### config.mk
export PLATFORM = sky130hd
export DESIGN_NAME = lfu_cache_table
export DESIGN_NICKNAME = d
export VERILOG_FILES = /design/src/design/lfuct_pkg.sv /design/src/design/lfuct_scan.sv /design/src/design/lfu_cache_table.sv
export SDC_FILE = /design/constraint.sdc
export NUM_CORES = 2
export LEC_CHECK = 0
export BUFFER_PORTS_ARGS = -buffer_cell sky130_fd_sc_hd__buf_2
export CAP_MARGIN = 10
export CORE_MARGIN = 8
export CORE_UTILIZATION = 34
export CTS_CLUSTER_SIZE = 30
export DETAILED_ROUTE_END_ITERATION = 8
export SETUP_SLACK_MARGIN = 0.5
export SLEW_MARGIN = 10
export SYNTH_ARGS = -nofsm -noshare
export SYNTH_HDL_FRONTEND = slang
export SYNTH_SLANG_ARGS = --single-unit
### constraint.sdc
create_clock -name clk -period 8.9 [get_ports clk]
set_input_delay 0.445 -clock clk [delete_from_list [all_inputs] [get_ports clk]]
set_output_delay 0.445 -clock clk [all_outputs]
set_load 0.01 [all_outputs]
### src/design/lfuct_pkg.sv
// Shared constants and types for the LFU cache table.
// Used by lfuct_scan and lfu_cache_table; depends on nothing else.
package lfuct_pkg;

  // Store geometry
  localparam int ENTRIES     = 16;
  localparam int COUNT_WIDTH = 16;
  localparam int KEY_W       = 32;
  localparam int VAL_W       = 32;
  localparam int IDX_W       = $clog2(ENTRIES);
  localparam int OCC_W       = $clog2(ENTRIES + 1);

  // Capacity register
  localparam int CAP_W = 5;
  localparam logic [CAP_W-1:0] CAP_RESET = CAP_W'(16);
  localparam int CMP_W = (OCC_W > CAP_W) ? OCC_W : CAP_W;

  // Operation codes
  localparam logic KIND_GET = 1'b0;
  localparam logic KIND_PUT = 1'b1;

  localparam logic [COUNT_WIDTH-1:0] COUNT_MAX = '1;
  localparam logic [COUNT_WIDTH-1:0] COUNT_ONE = COUNT_WIDTH'(1);

  // What one pass over the entries finds
  typedef struct packed {
    logic                   found;
    logic [IDX_W-1:0]       hit_slot;
    logic [IDX_W-1:0]       hit_rank;
    logic [COUNT_WIDTH-1:0] hit_count;
    logic                   has_victim;
    logic [IDX_W-1:0]       victim;
    logic [IDX_W-1:0]       victim_rank;
    logic [KEY_W-1:0]       victim_key;
    logic [IDX_W-1:0]       free_slot;
    logic [OCC_W-1:0]       occupancy;
  } scan_res_t;

endpackage

### src/design/lfuct_scan.sv
// Entry scanner: steps through the table one entry a cycle, matching the key
// and tracking the eviction victim, free slot and occupancy. Uses lfuct_pkg.
module lfuct_scan (
  input  logic                               clk,
  input  logic                               rst,
  input  logic                               start,
  input  logic [lfuct_pkg::KEY_W-1:0]        search_key,
  input  logic                               entry_valid,
  input  logic [lfuct_pkg::KEY_W-1:0]        entry_key,
  input  logic [lfuct_pkg::COUNT_WIDTH-1:0]  entry_count,
  input  logic [lfuct_pkg::IDX_W-1:0]        entry_rank,
  output logic [lfuct_pkg::IDX_W-1:0]        idx,
  output logic                               last,
  output lfuct_pkg::scan_res_t               res
);
  import lfuct_pkg::*;

  logic                   busy;
  logic                   seen_free;
  logic [COUNT_WIDTH-1:0] victim_count;
  logic                   take_victim;
  logic                   is_match;

  assign last = busy && (idx == IDX_W'(ENTRIES - 1));

  // Lowest count wins; on equal counts the older (higher rank) entry wins
  assign take_victim = entry_valid &&
                       (!res.has_victim || (entry_count < victim_count) ||
                        ((entry_count == victim_count) && (entry_rank > res.victim_rank)));
  assign is_match = entry_valid && (entry_key == search_key);

  // Step counter
  always_ff @(posedge clk) begin
    if (rst) begin
      busy <= 1'b0;
      idx  <= '0;
    end else if (start) begin
      busy <= 1'b1;
      idx  <= '0;
    end else if (busy) begin
      idx <= idx + IDX_W'(1);
      if (last) begin
        busy <= 1'b0;
      end
    end
  end

  // Trackers, cleared at the start of each pass
  always_ff @(posedge clk) begin
    if (rst || start) begin
      res.found      <= 1'b0;
      res.has_victim <= 1'b0;
      res.occupancy  <= '0;
      seen_free      <= 1'b0;
    end else if (busy) begin
      res.occupancy <= res.occupancy + {{(OCC_W-1){1'b0}}, entry_valid};
      if (is_match) begin
        res.found     <= 1'b1;
        res.hit_slot  <= idx;
        res.hit_rank  <= entry_rank;
        res.hit_count <= entry_count;
      end
      if (take_victim) begin
        res.has_victim  <= 1'b1;
        res.victim      <= idx;
        res.victim_rank <= entry_rank;
        res.victim_key  <= entry_key;
        victim_count    <= entry_count;
      end
      if (!entry_valid && !seen_free) begin
        seen_free     <= 1'b1;
        res.free_slot <= idx;
      end
    end
  end

endmodule

### src/design/lfu_cache_table.sv
// LFU cache table top level: entry storage, sequencer and result register.
// Depends on lfuct_pkg and lfuct_scan.
//
// Usage:
//   Request channel (req_valid/req_stall) carries kind, lookup_key and
//   write_value; kind selects get or put. Response channel (rsp_valid/
//   rsp_stall) returns hit, read_value, evicted and evicted_key, one item
//   per request, in order.
//   Sequence: a request is taken, then the scanner walks all 16 entries, one
//   a cycle, through a single key/count/rank compare unit, then the commit
//   state updates the table and loads the response register. The next
//   request is taken only once that item's commit is done; the
//   response is valid in the cycle after commit.
//   req_stall is high while an item is in progress. The response register
//   decouples the sides: a new request is taken while a response waits, but
//   the commit waits if the previous response has not been taken.
//   Configuration: cfg_valid/cfg_ready write capacity_in_use (always ready).
//   Reset (rst, synchronous) empties the table, sets capacity to 16 and
//   clears both valids. No clearing pass is needed.
module lfu_cache_table (
  input  logic                             clk,
  input  logic                             rst,
  // Configuration
  input  logic                             cfg_valid,
  output logic                             cfg_ready,
  input  logic [lfuct_pkg::CAP_W-1:0]      capacity_in_use,
  // Requests
  input  logic                             req_valid,
  output logic                             req_stall,
  input  logic                             kind,
  input  logic signed [lfuct_pkg::KEY_W-1:0] lookup_key,
  input  logic signed [lfuct_pkg::VAL_W-1:0] write_value,
  // Responses
  output logic                             rsp_valid,
  input  logic                             rsp_stall,
  output logic                             hit,
  output logic signed [lfuct_pkg::VAL_W-1:0] read_value,
  output logic                             evicted,
  output logic signed [lfuct_pkg::KEY_W-1:0] evicted_key
);
  import lfuct_pkg::*;

  localparam logic [1:0] ST_IDLE   = 2'd0;
  localparam logic [1:0] ST_SCAN   = 2'd1;
  localparam logic [1:0] ST_COMMIT = 2'd2;

  logic [1:0] state;
  logic [1:0] state_next;

  logic [CAP_W-1:0] capacity;

  // Latched request
  logic             op;
  logic [KEY_W-1:0] key;
  logic [VAL_W-1:0] value;

  // Table storage
  logic                   entry_valid [ENTRIES];
  logic                   entry_valid_next [ENTRIES];
  logic [IDX_W-1:0]       rank [ENTRIES];
  logic [IDX_W-1:0]       rank_next [ENTRIES];
  logic [KEY_W-1:0]       entry_key [ENTRIES];
  logic [VAL_W-1:0]       entry_value [ENTRIES];
  logic [COUNT_WIDTH-1:0] use_count [ENTRIES];

  // Scanner
  logic             accept;
  logic [IDX_W-1:0] scan_idx;
  logic             scan_last;
  scan_res_t        res;

  // Commit decisions
  logic             commit;
  logic             do_touch;
  logic             do_insert;
  logic             do_evict;
  logic             full;
  logic [CMP_W-1:0] occ_ext;
  logic [CMP_W-1:0] cap_ext;
  logic [IDX_W-1:0] slot;
  logic [COUNT_WIDTH-1:0] touch_count;

  assign cfg_ready = 1'b1;
  assign req_stall = (state != ST_IDLE);
  assign accept    = req_valid && !req_stall;
  assign commit    = (state == ST_COMMIT) && !(rsp_valid && rsp_stall);

  // Configuration register
  always_ff @(posedge clk) begin
    if (rst) begin
      capacity <= CAP_RESET;
    end else if (cfg_valid && cfg_ready) begin
      capacity <= capacity_in_use;
    end
  end

  // Sequencer
  always_comb begin
    state_next = state;
    unique case (state)
      ST_IDLE:   if (accept) state_next = ST_SCAN;
      ST_SCAN:   if (scan_last) state_next = ST_COMMIT;
      ST_COMMIT: if (commit) state_next = ST_IDLE;
      default:   state_next = ST_IDLE;
    endcase
  end

  always_ff @(posedge clk) begin
    if (rst) begin
      state <= ST_IDLE;
    end else begin
      state <= state_next;
    end
  end

  // Request capture
  always_ff @(posedge clk) begin
    if (accept) begin
      op    <= kind;
      key   <= lookup_key;
      value <= write_value;
    end
  end

  lfuct_scan u_scan (
    .clk         (clk),
    .rst         (rst),
    .start       (accept),
    .search_key  (key),
    .entry_valid (entry_valid[scan_idx]),
    .entry_key   (entry_key[scan_idx]),
    .entry_count (use_count[scan_idx]),
    .entry_rank  (rank[scan_idx]),
    .idx         (scan_idx),
    .last        (scan_last),
    .res         (res)
  );

  // What the commit does
  assign occ_ext   = CMP_W'(res.occupancy);
  assign cap_ext   = CMP_W'(capacity);
  assign full      = (occ_ext >= cap_ext) || (res.occupancy == OCC_W'(ENTRIES));
  assign do_touch  = res.found && ((op == KIND_GET) || (capacity != '0));
  assign do_insert = (op == KIND_PUT) && (capacity != '0) && !res.found;
  assign do_evict  = do_insert && full && res.has_victim;
  assign slot      = do_evict ? res.victim : res.free_slot;
  assign touch_count = (res.hit_count == COUNT_MAX) ? res.hit_count
                                                    : res.hit_count + COUNT_ONE;

  // Recency ranks and valid bits, updated per entry
  always_comb begin
    for (int j = 0; j < ENTRIES; j++) begin
      entry_valid_next[j] = entry_valid[j];
      rank_next[j]        = rank[j];
      if (do_touch) begin
        if (IDX_W'(j) == res.hit_slot) begin
          rank_next[j] = '0;
        end else if (entry_valid[j] && (rank[j] < res.hit_rank)) begin
          rank_next[j] = rank[j] + IDX_W'(1);
        end
      end else if (do_insert) begin
        if (IDX_W'(j) == slot) begin
          entry_valid_next[j] = 1'b1;
          rank_next[j]        = '0;
        end else if (entry_valid[j] && !(do_evict && (rank[j] > res.victim_rank))) begin
          rank_next[j] = rank[j] + IDX_W'(1);
        end
      end
    end
  end

  always_ff @(posedge clk) begin
    for (int j = 0; j < ENTRIES; j++) begin
      if (rst) begin
        entry_valid[j] <= 1'b0;
      end else if (commit) begin
        entry_valid[j] <= entry_valid_next[j];
      end
      if (commit) begin
        rank[j] <= rank_next[j];
      end
    end
  end

  // Key, value and count storage
  always_ff @(posedge clk) begin
    if (commit) begin
      if (do_insert) begin
        entry_key[slot]   <= key;
        entry_value[slot] <= value;
        use_count[slot]   <= COUNT_ONE;
      end else if (do_touch) begin
        use_count[res.hit_slot] <= touch_count;
        if (op == KIND_PUT) begin
          entry_value[res.hit_slot] <= value;
        end
      end
    end
  end

  // Response register
  always_ff @(posedge clk) begin
    if (rst) begin
      rsp_valid <= 1'b0;
    end else if (commit) begin
      rsp_valid <= 1'b1;
    end else if (!rsp_stall) begin
      rsp_valid <= 1'b0;
    end
  end

  always_ff @(posedge clk) begin
    if (commit) begin
      hit         <= res.found;
      read_value  <= (res.found && (op == KIND_GET)) ? entry_value[res.hit_slot] : '0;
      evicted     <= do_evict;
      evicted_key <= do_evict ? res.victim_key : '0;
    end
  end

endmodule

Word-level counts from Yosys, hierarchy flattened
Memories as Yosys holds them, arrays and structs flattened. A register that Yosys moved wholly into a read port is not among the register bits.
Index checks and enable logic that the tools add are counted.
{"block": "totals", "register_bits": 204, "latchBits": 0, "mem_bits_rw": 1360, "romBits": 0, "in_bits": 75, "output_inout_bits": 69, "elab_cells": 449, "mem_count": 5}
{"block": "classes", "addsub": 19, "mul": 0, "div_mod_pow": 0, "order_cmp": 35, "eq_ne": 41, "n_shift": 0, "n_mux": 203, "bitwise": 18, "reduce_logical": 105}
{"name": "entry_key", "depth": 16, "width": 32, "rd": 1, "rd_clocked_by_memory_dff": 1, "write_ports": 1, "line": "lfu_cache_table.sv:62", "source": "logic [KEY_W-1:0] entry_key [ENTRIES];"}
{"name": "entry_value", "depth": 16, "width": 32, "rd": 1, "rd_clocked_by_memory_dff": 1, "write_ports": 1, "line": "lfu_cache_table.sv:63", "source": "logic [VAL_W-1:0] entry_value [ENTRIES];"}
{"name": "use_count", "depth": 16, "width": 16, "rd": 1, "rd_clocked_by_memory_dff": 1, "write_ports": 1, "line": "lfu_cache_table.sv:64", "source": "logic [COUNT_WIDTH-1:0] use_count [ENTRIES];"}
{"name": "rank", "depth": 16, "width": 4, "rd": 17, "rd_clocked_by_memory_dff": 1, "write_ports": 16, "line": "lfu_cache_table.sv:60", "source": "logic [IDX_W-1:0] rank [ENTRIES];"}
{"name": "entry_valid", "depth": 16, "width": 1, "rd": 17, "rd_clocked_by_memory_dff": 1, "write_ports": 16, "line": "lfu_cache_table.sv:58", "source": "logic entry_valid [ENTRIES];"}
{"operator": "2-to-1 mux 4 bit", "count": 107}
{"operator": "2-to-1 mux 1 bit", "count": 89}
{"operator": "adder 4 x 1 -> 4 bit (second input constant)", "count": 17}
{"operator": "> comparator 4 bit", "count": 17}
{"operator": "equality test 4 bit (first input constant)", "count": 16}
{"operator": "less-than comparator 4 bit", "count": 16}
{"operator": "logical AND 1 bit", "count": 62}
{"operator": "equality test 3 x 4 -> 1 bit (first input constant)", "count": 8}
{"operator": "equality test 32 bit", "count": 1}
{"operator": "2-to-1 mux 16 bit", "count": 2}
{"operator": "2-to-1 mux 32 bit", "count": 1}
{"operator": "OR reduction 32 bit", "count": 1}
{"operator": "logical NOT 1 bit", "count": 23}
{"operator": "adder 16 x 1 -> 16 bit (second input constant)", "count": 1}
{"operator": "equality test 16 bit", "count": 1}
{"operator": "equality test 16 bit (second input constant)", "count": 1}
{"operator": "equality test 2 x 4 -> 1 bit (first input constant)", "count": 4}
{"operator": "less-than comparator 16 bit", "count": 1}
{"operator": "OR 1 bit", "count": 16}
{"operator": "OR reduction 16 bit", "count": 1}
{"operator": "AND reduction 3 bit", "count": 4}
{"operator": "equality test 1 x 4 -> 1 bit (first input constant)", "count": 2}
{"operator": "logical NOT 4 bit", "count": 2}
{"operator": "2-to-1 mux 2 bit", "count": 3}
{"operator": "other kinds (16)", "count": 25}

Logic depth before layout (Yosys ltp)
{"block": "depth", "depth_word": 12, "ltp_mapped": 20}

Cells and area by module
A second synthesis with hierarchy kept.
{"block": "unflattened", "hier_cells": 3280, "area_unflattened_um2": 65525.3}
{"module": "lfu_cache_table", "instances": 1, "cells_per_inst": 3024, "area_per_inst_um2": 61621.6}
{"module": "lfuct_scan", "instances": 1, "cells_per_inst": 256, "area_per_inst_um2": 3903.7}

Worst setup path before layout
No wires, ideal clock.
{"block": "synth_timing", "path_kind": "register to register", "startpoint": "register with a tool-made name", "endpoint": "register u_scan.res[10] (netlist name)", "setup_ps": 503, "arrival_time_ps": 7322, "required_time_ps": 8397, "setup_slack_ps": 1075, "stages_incl_launch_ff": 21, "n_path_buf": 9, "path_cell_list": "dfxtp_1 -> buf_6 -> buf_6 -> buf_4 -> buf_4 -> buf_4 -> buf_2 -> buf_4 -> buf_2 -> buf_1 -> mux4_2 -> mux4_2 -> ha_1 -> a21o_1 -> a21o_1 -> a21o_1 -> a21oi_1 -> nor2b_1 -> o211ai_1 -> o211ai_1 -> a31oi_1"}

==> key figures <==
Drt
  • Routed wire per std cell: 25.65 um
  • DRC Markers: 0
  • First DRT Iteration DRCs: 3336
  • TritonRoute pass-1 iters: 6
  • Post-detailed-route count of antenna-violating nets: 0
  • Via density per instance: 5.351
  • Drt total wl: 164800 um
  • Via count of the routed design: 34383

Worst setup path
  • Cell mode on critical path: sky130_fd_sc_hd__buf_4
  • CP max stage delay: 0.80 ns
  • Critical-path cell list: buf_4, clkinv_2, buf_4, mux4_2, ha_1, nor2b_1, o21ai_0, nand2b_1, a21oi_1, or3_1, a31oi_4, buf_4
  • Family with the most delay on the worst path: buffers and inverters
  • Worst endpoint data arrival time: 6.03 ns
  • Biggest fanout along the worst timing path: 63
  • Critical Setup Path Class: reg2reg
  • Buf+Inv Stages, Crit Path: 4
  • Total number of cells along the worst setup path: 12
  • R2R cell count: 12
  • Kind of end point of the critical path: flip-flop
  • Critical Path Start Type: flip-flop
  • CP required: 9.33 ns
  • Slowest CP cell: sky130_fd_sc_hd__clkinv_2

Yosys
  • Cell area after synthesis: 66220 um^2
  • Register bit count reported by yosys: 1600
  • Syn_nets: 3681
  • Post-synthesis sequential area ratio: 0.7218
  • Dominant register cell in the synthesized netlist: sky130_fd_sc_hd__edfxtp_1
  • Count of yosys warnings during synthesis: 0
  • Cells after synthesis: 3449
  • Proportion of register bits with asynchronous set or reset after synthesis: 0
  • Post-synthesis average cell area: 19.20 um^2
  • Synth cell types: 74
  • Count of flip-flops with a built-in enable after synthesis: 1575

GRT
  • Global-route wire length before repair: 241400 um
  • Largest net degree at the start of global routing: 139
  • Number of antenna violations at the first check in global routing: 4
  • Vias in the first global route: 35157
  • Overall routing resource usage: 0.1536
  • Global route overflow: 0

Clock network
  • Latest clock arrival within the worst-skew pair: 0.79 ns
  • Number of instances resized during post-cts repair: 0
  • Count of H-tree levels built during CTS: 4
  • Clock root buffer: sky130_fd_sc_hd__clkbuf_16
  • TritonCTS clock tree: done
  • Post CTS Setup Buffer Count: 0
  • Clock transition at the registers of the reported paths: 0.06 ns
  • TritonCTS buffer count: 156
  • Hold buffer count at cts: 82
  • Count of clock tree sinks: 1600
  • Maximum clock path buffer count: 3

Worst hold path
  • Min-Delay Path Class: in2reg
  • Number of cells traversed by the worst hold path: 3

Timing
  • Period Utilization, post-route: 0.6291
  • Time the worst path needs with I/O delays and setup: 5.599 ns
  • Final hold violation count: 0
  • Max transition margin: 0.2001
  • Measured slew at the worst slew-check pin: 1.200 ns
  • Highest clock frequency the design can meet: 178.6 MHz
  • Pins over their slew limit: 0
  • Setup repair after global routing missed its margin: false
  • Final count of negative-setup-slack endpoints: 0
  • Total Neg Setup Slack: 0 ns
  • Worst-case hold slack: 0.06359 ns
  • Setup Skew: 0.03172 ns

Final layout
  • Area grow syn2layout: 15.18%
  • Core occupancy in the finished layout: 0.3928
  • Layout fillers: 17306
  • Layout net count: 3985
  • Fraction of layout cells with a size suffix above 1: 0.2354

Power and ir drop
  • Leakage power: 24.41 nW
  • Worst ir drop on vdd: 0.0001818 V
  • Overall power consumption: 15.23 mW
  • Cell Pwr Density: 199.6 nW/um^2

Die
  • Core Rows: 162
  • Total I/O pin count: 144
  • Total Die Area: 209100 um^2
  • Horizontal die dimension: 457.3 um
  • Initial Util: 0.3410
  • Floorplan Core Area: 194200 um^2
  • Y dimension of the die: 457.3 um

Placement
  • DP Wirelength: 91690 um
  • Global placer's final weighted congestion: 0.8316
  • PortBufs: 142

Run status
  • Status: completed

Flow run
  • Number of maximum-capacitance violations: 0
-- registers in the layout, summed over array words and instances (netlist names), 32 cells and up, named ones only --
| signal | flops |
|---|---|
| rank | 64 |
| key | 32 |
| entry_value | 512 |
| value | 32 |
| read_value | 32 |
| entry_key | 512 |
| evicted_key | 32 |
| use_count | 256 |
| u_scan.res | 75 |
-- report_power, final --
| part | switching (mW) | internal [mW] | total, mW |
|---|---|---|---|
| logic | 0.159 | 0.137 | 0.296 |
| clock network | 2.86 | 3.72 | 6.57 |
| registers | 0.0884 | 8.27 | 8.36 |
-- through the flow --
stage	cell area, um^2	worst slack [ns]	cells
after floorplan	66220	1.075	3449
after global placement	70380	3.194	6055
after detailed placement	70380	3.199	6055
after CTS	76270	3.172	6424
after global routing	76270	2.956	6425
final	76270	3.301	6426
-- cell type report --
type	count	area, um^2	share of cell area
antenna	2	5.005	0.00006562
multi-input combinational	1633	17800	0.2334
sequential	1600	47810	0.6268
tap	2542	3181	0.04170
clock inverter	99	975.9	0.01280
clock buffer	188	4088	0.05359
inverter	55	210.2	0.002756
timing repair buffer	307	2205	0.02891
-- cell usage after synthesis (34+ instances only) --
library cell / count / area [um^2]
sky130_fd_sc_hd__edfxtp_1: 1575 / 47300
sky130_fd_sc_hd__mux4_2: 366 / 8243
sky130_fd_sc_hd__ha_1: 157 / 1964
sky130_fd_sc_hd__nand2_1: 121 / 454.2
sky130_fd_sc_hd__nor2_1: 112 / 420.4
sky130_fd_sc_hd__mux2i_1: 80 / 800.8
sky130_fd_sc_hd__clkbuf_1: 78 / 292.8
sky130_fd_sc_hd__nor2b_1: 76 / 475.5
sky130_fd_sc_hd__o21ai_0: 73 / 365.4
sky130_fd_sc_hd__a21oi_1: 56 / 280.3
sky130_fd_sc_hd__inv_1: 54 / 202.7
sky130_fd_sc_hd__nor3_1: 51 / 255.2
sky130_fd_sc_hd__xor2_1: 50 / 437.9
sky130_fd_sc_hd__xnor2_1: 43 / 376.6
sky130_fd_sc_hd__and3_1: 42 / 262.8
sky130_fd_sc_hd__nand3_1: 39 / 195.2
sky130_fd_sc_hd__buf_1: 36 / 135.1
sky130_fd_sc_hd__a221oi_1: 34 / 297.8
-- placed cells by master (no fill, tap or decap), types with 36 or more instances in the layout --
master	n
sky130_fd_sc_hd__nand2_1	120
sky130_fd_sc_hd__buf_2	142
sky130_fd_sc_hd__xnor2_1	43
sky130_fd_sc_hd__nor2b_1	76
sky130_fd_sc_hd__mux2i_1	80
sky130_fd_sc_hd__dlygate4sd3_1	82
sky130_fd_sc_hd__buf_4	79
sky130_fd_sc_hd__mux4_2	366
sky130_fd_sc_hd__clkinv_2	36
sky130_fd_sc_hd__clkbuf_16	159
sky130_fd_sc_hd__xor2_1	50
sky130_fd_sc_hd__edfxtp_1	1575
sky130_fd_sc_hd__inv_1	53
sky130_fd_sc_hd__a21oi_1	55
sky130_fd_sc_hd__nor2_1	110
sky130_fd_sc_hd__nand3_1	39
sky130_fd_sc_hd__ha_1	157
sky130_fd_sc_hd__nor3_2	39
sky130_fd_sc_hd__and3_1	42
sky130_fd_sc_hd__o21ai_0	72
-- logic make-up after synthesis --
group,share of synthesized area
XOR/XNOR,0.01230
AND/OR/NAND/NOR,0.04406
buffers and inverters,0.01421
AO/OA/AOI/OAI,0.03722
adder cells (fa/ha/maj),0.02966
other,0.00005663
flip-flops,0.7218
multiplexers,0.1407
-- routing by layer --
layer / GRT usage / part of all wire
met1: 0.2088 / 0.43
met2: 0.2574 / 0.49
met3: 0.02218 / 0.057
met4: 0.04548 / 0.028
met5: 0 / 0
-- worst paths after layout --
kind / startpoint / endpoint / slack [ns]
worst max register to register: flip-flop / u_scan.res[23]$_DFFE_PP_ / 3.30
worst max-delay path: flip-flop / u_scan.res[23]$_DFFE_PP_ / 3.30
worst min register to register: state[1]$_SDFFE_PP0P_ / state[0]$_SDFFE_PP0P_ / 0.48
worst min-delay path: rsp_stall / rsp_valid$_SDFFE_PP0P_ / 0.06
-- tightest hold or removal path: stages --
cell and delay (ns):
sky130_fd_sc_hd__buf_2 0.13, sky130_fd_sc_hd__nand2_1 0.13, sky130_fd_sc_hd__a21oi_1 0.08
Power figures use the tool's default switching activity.
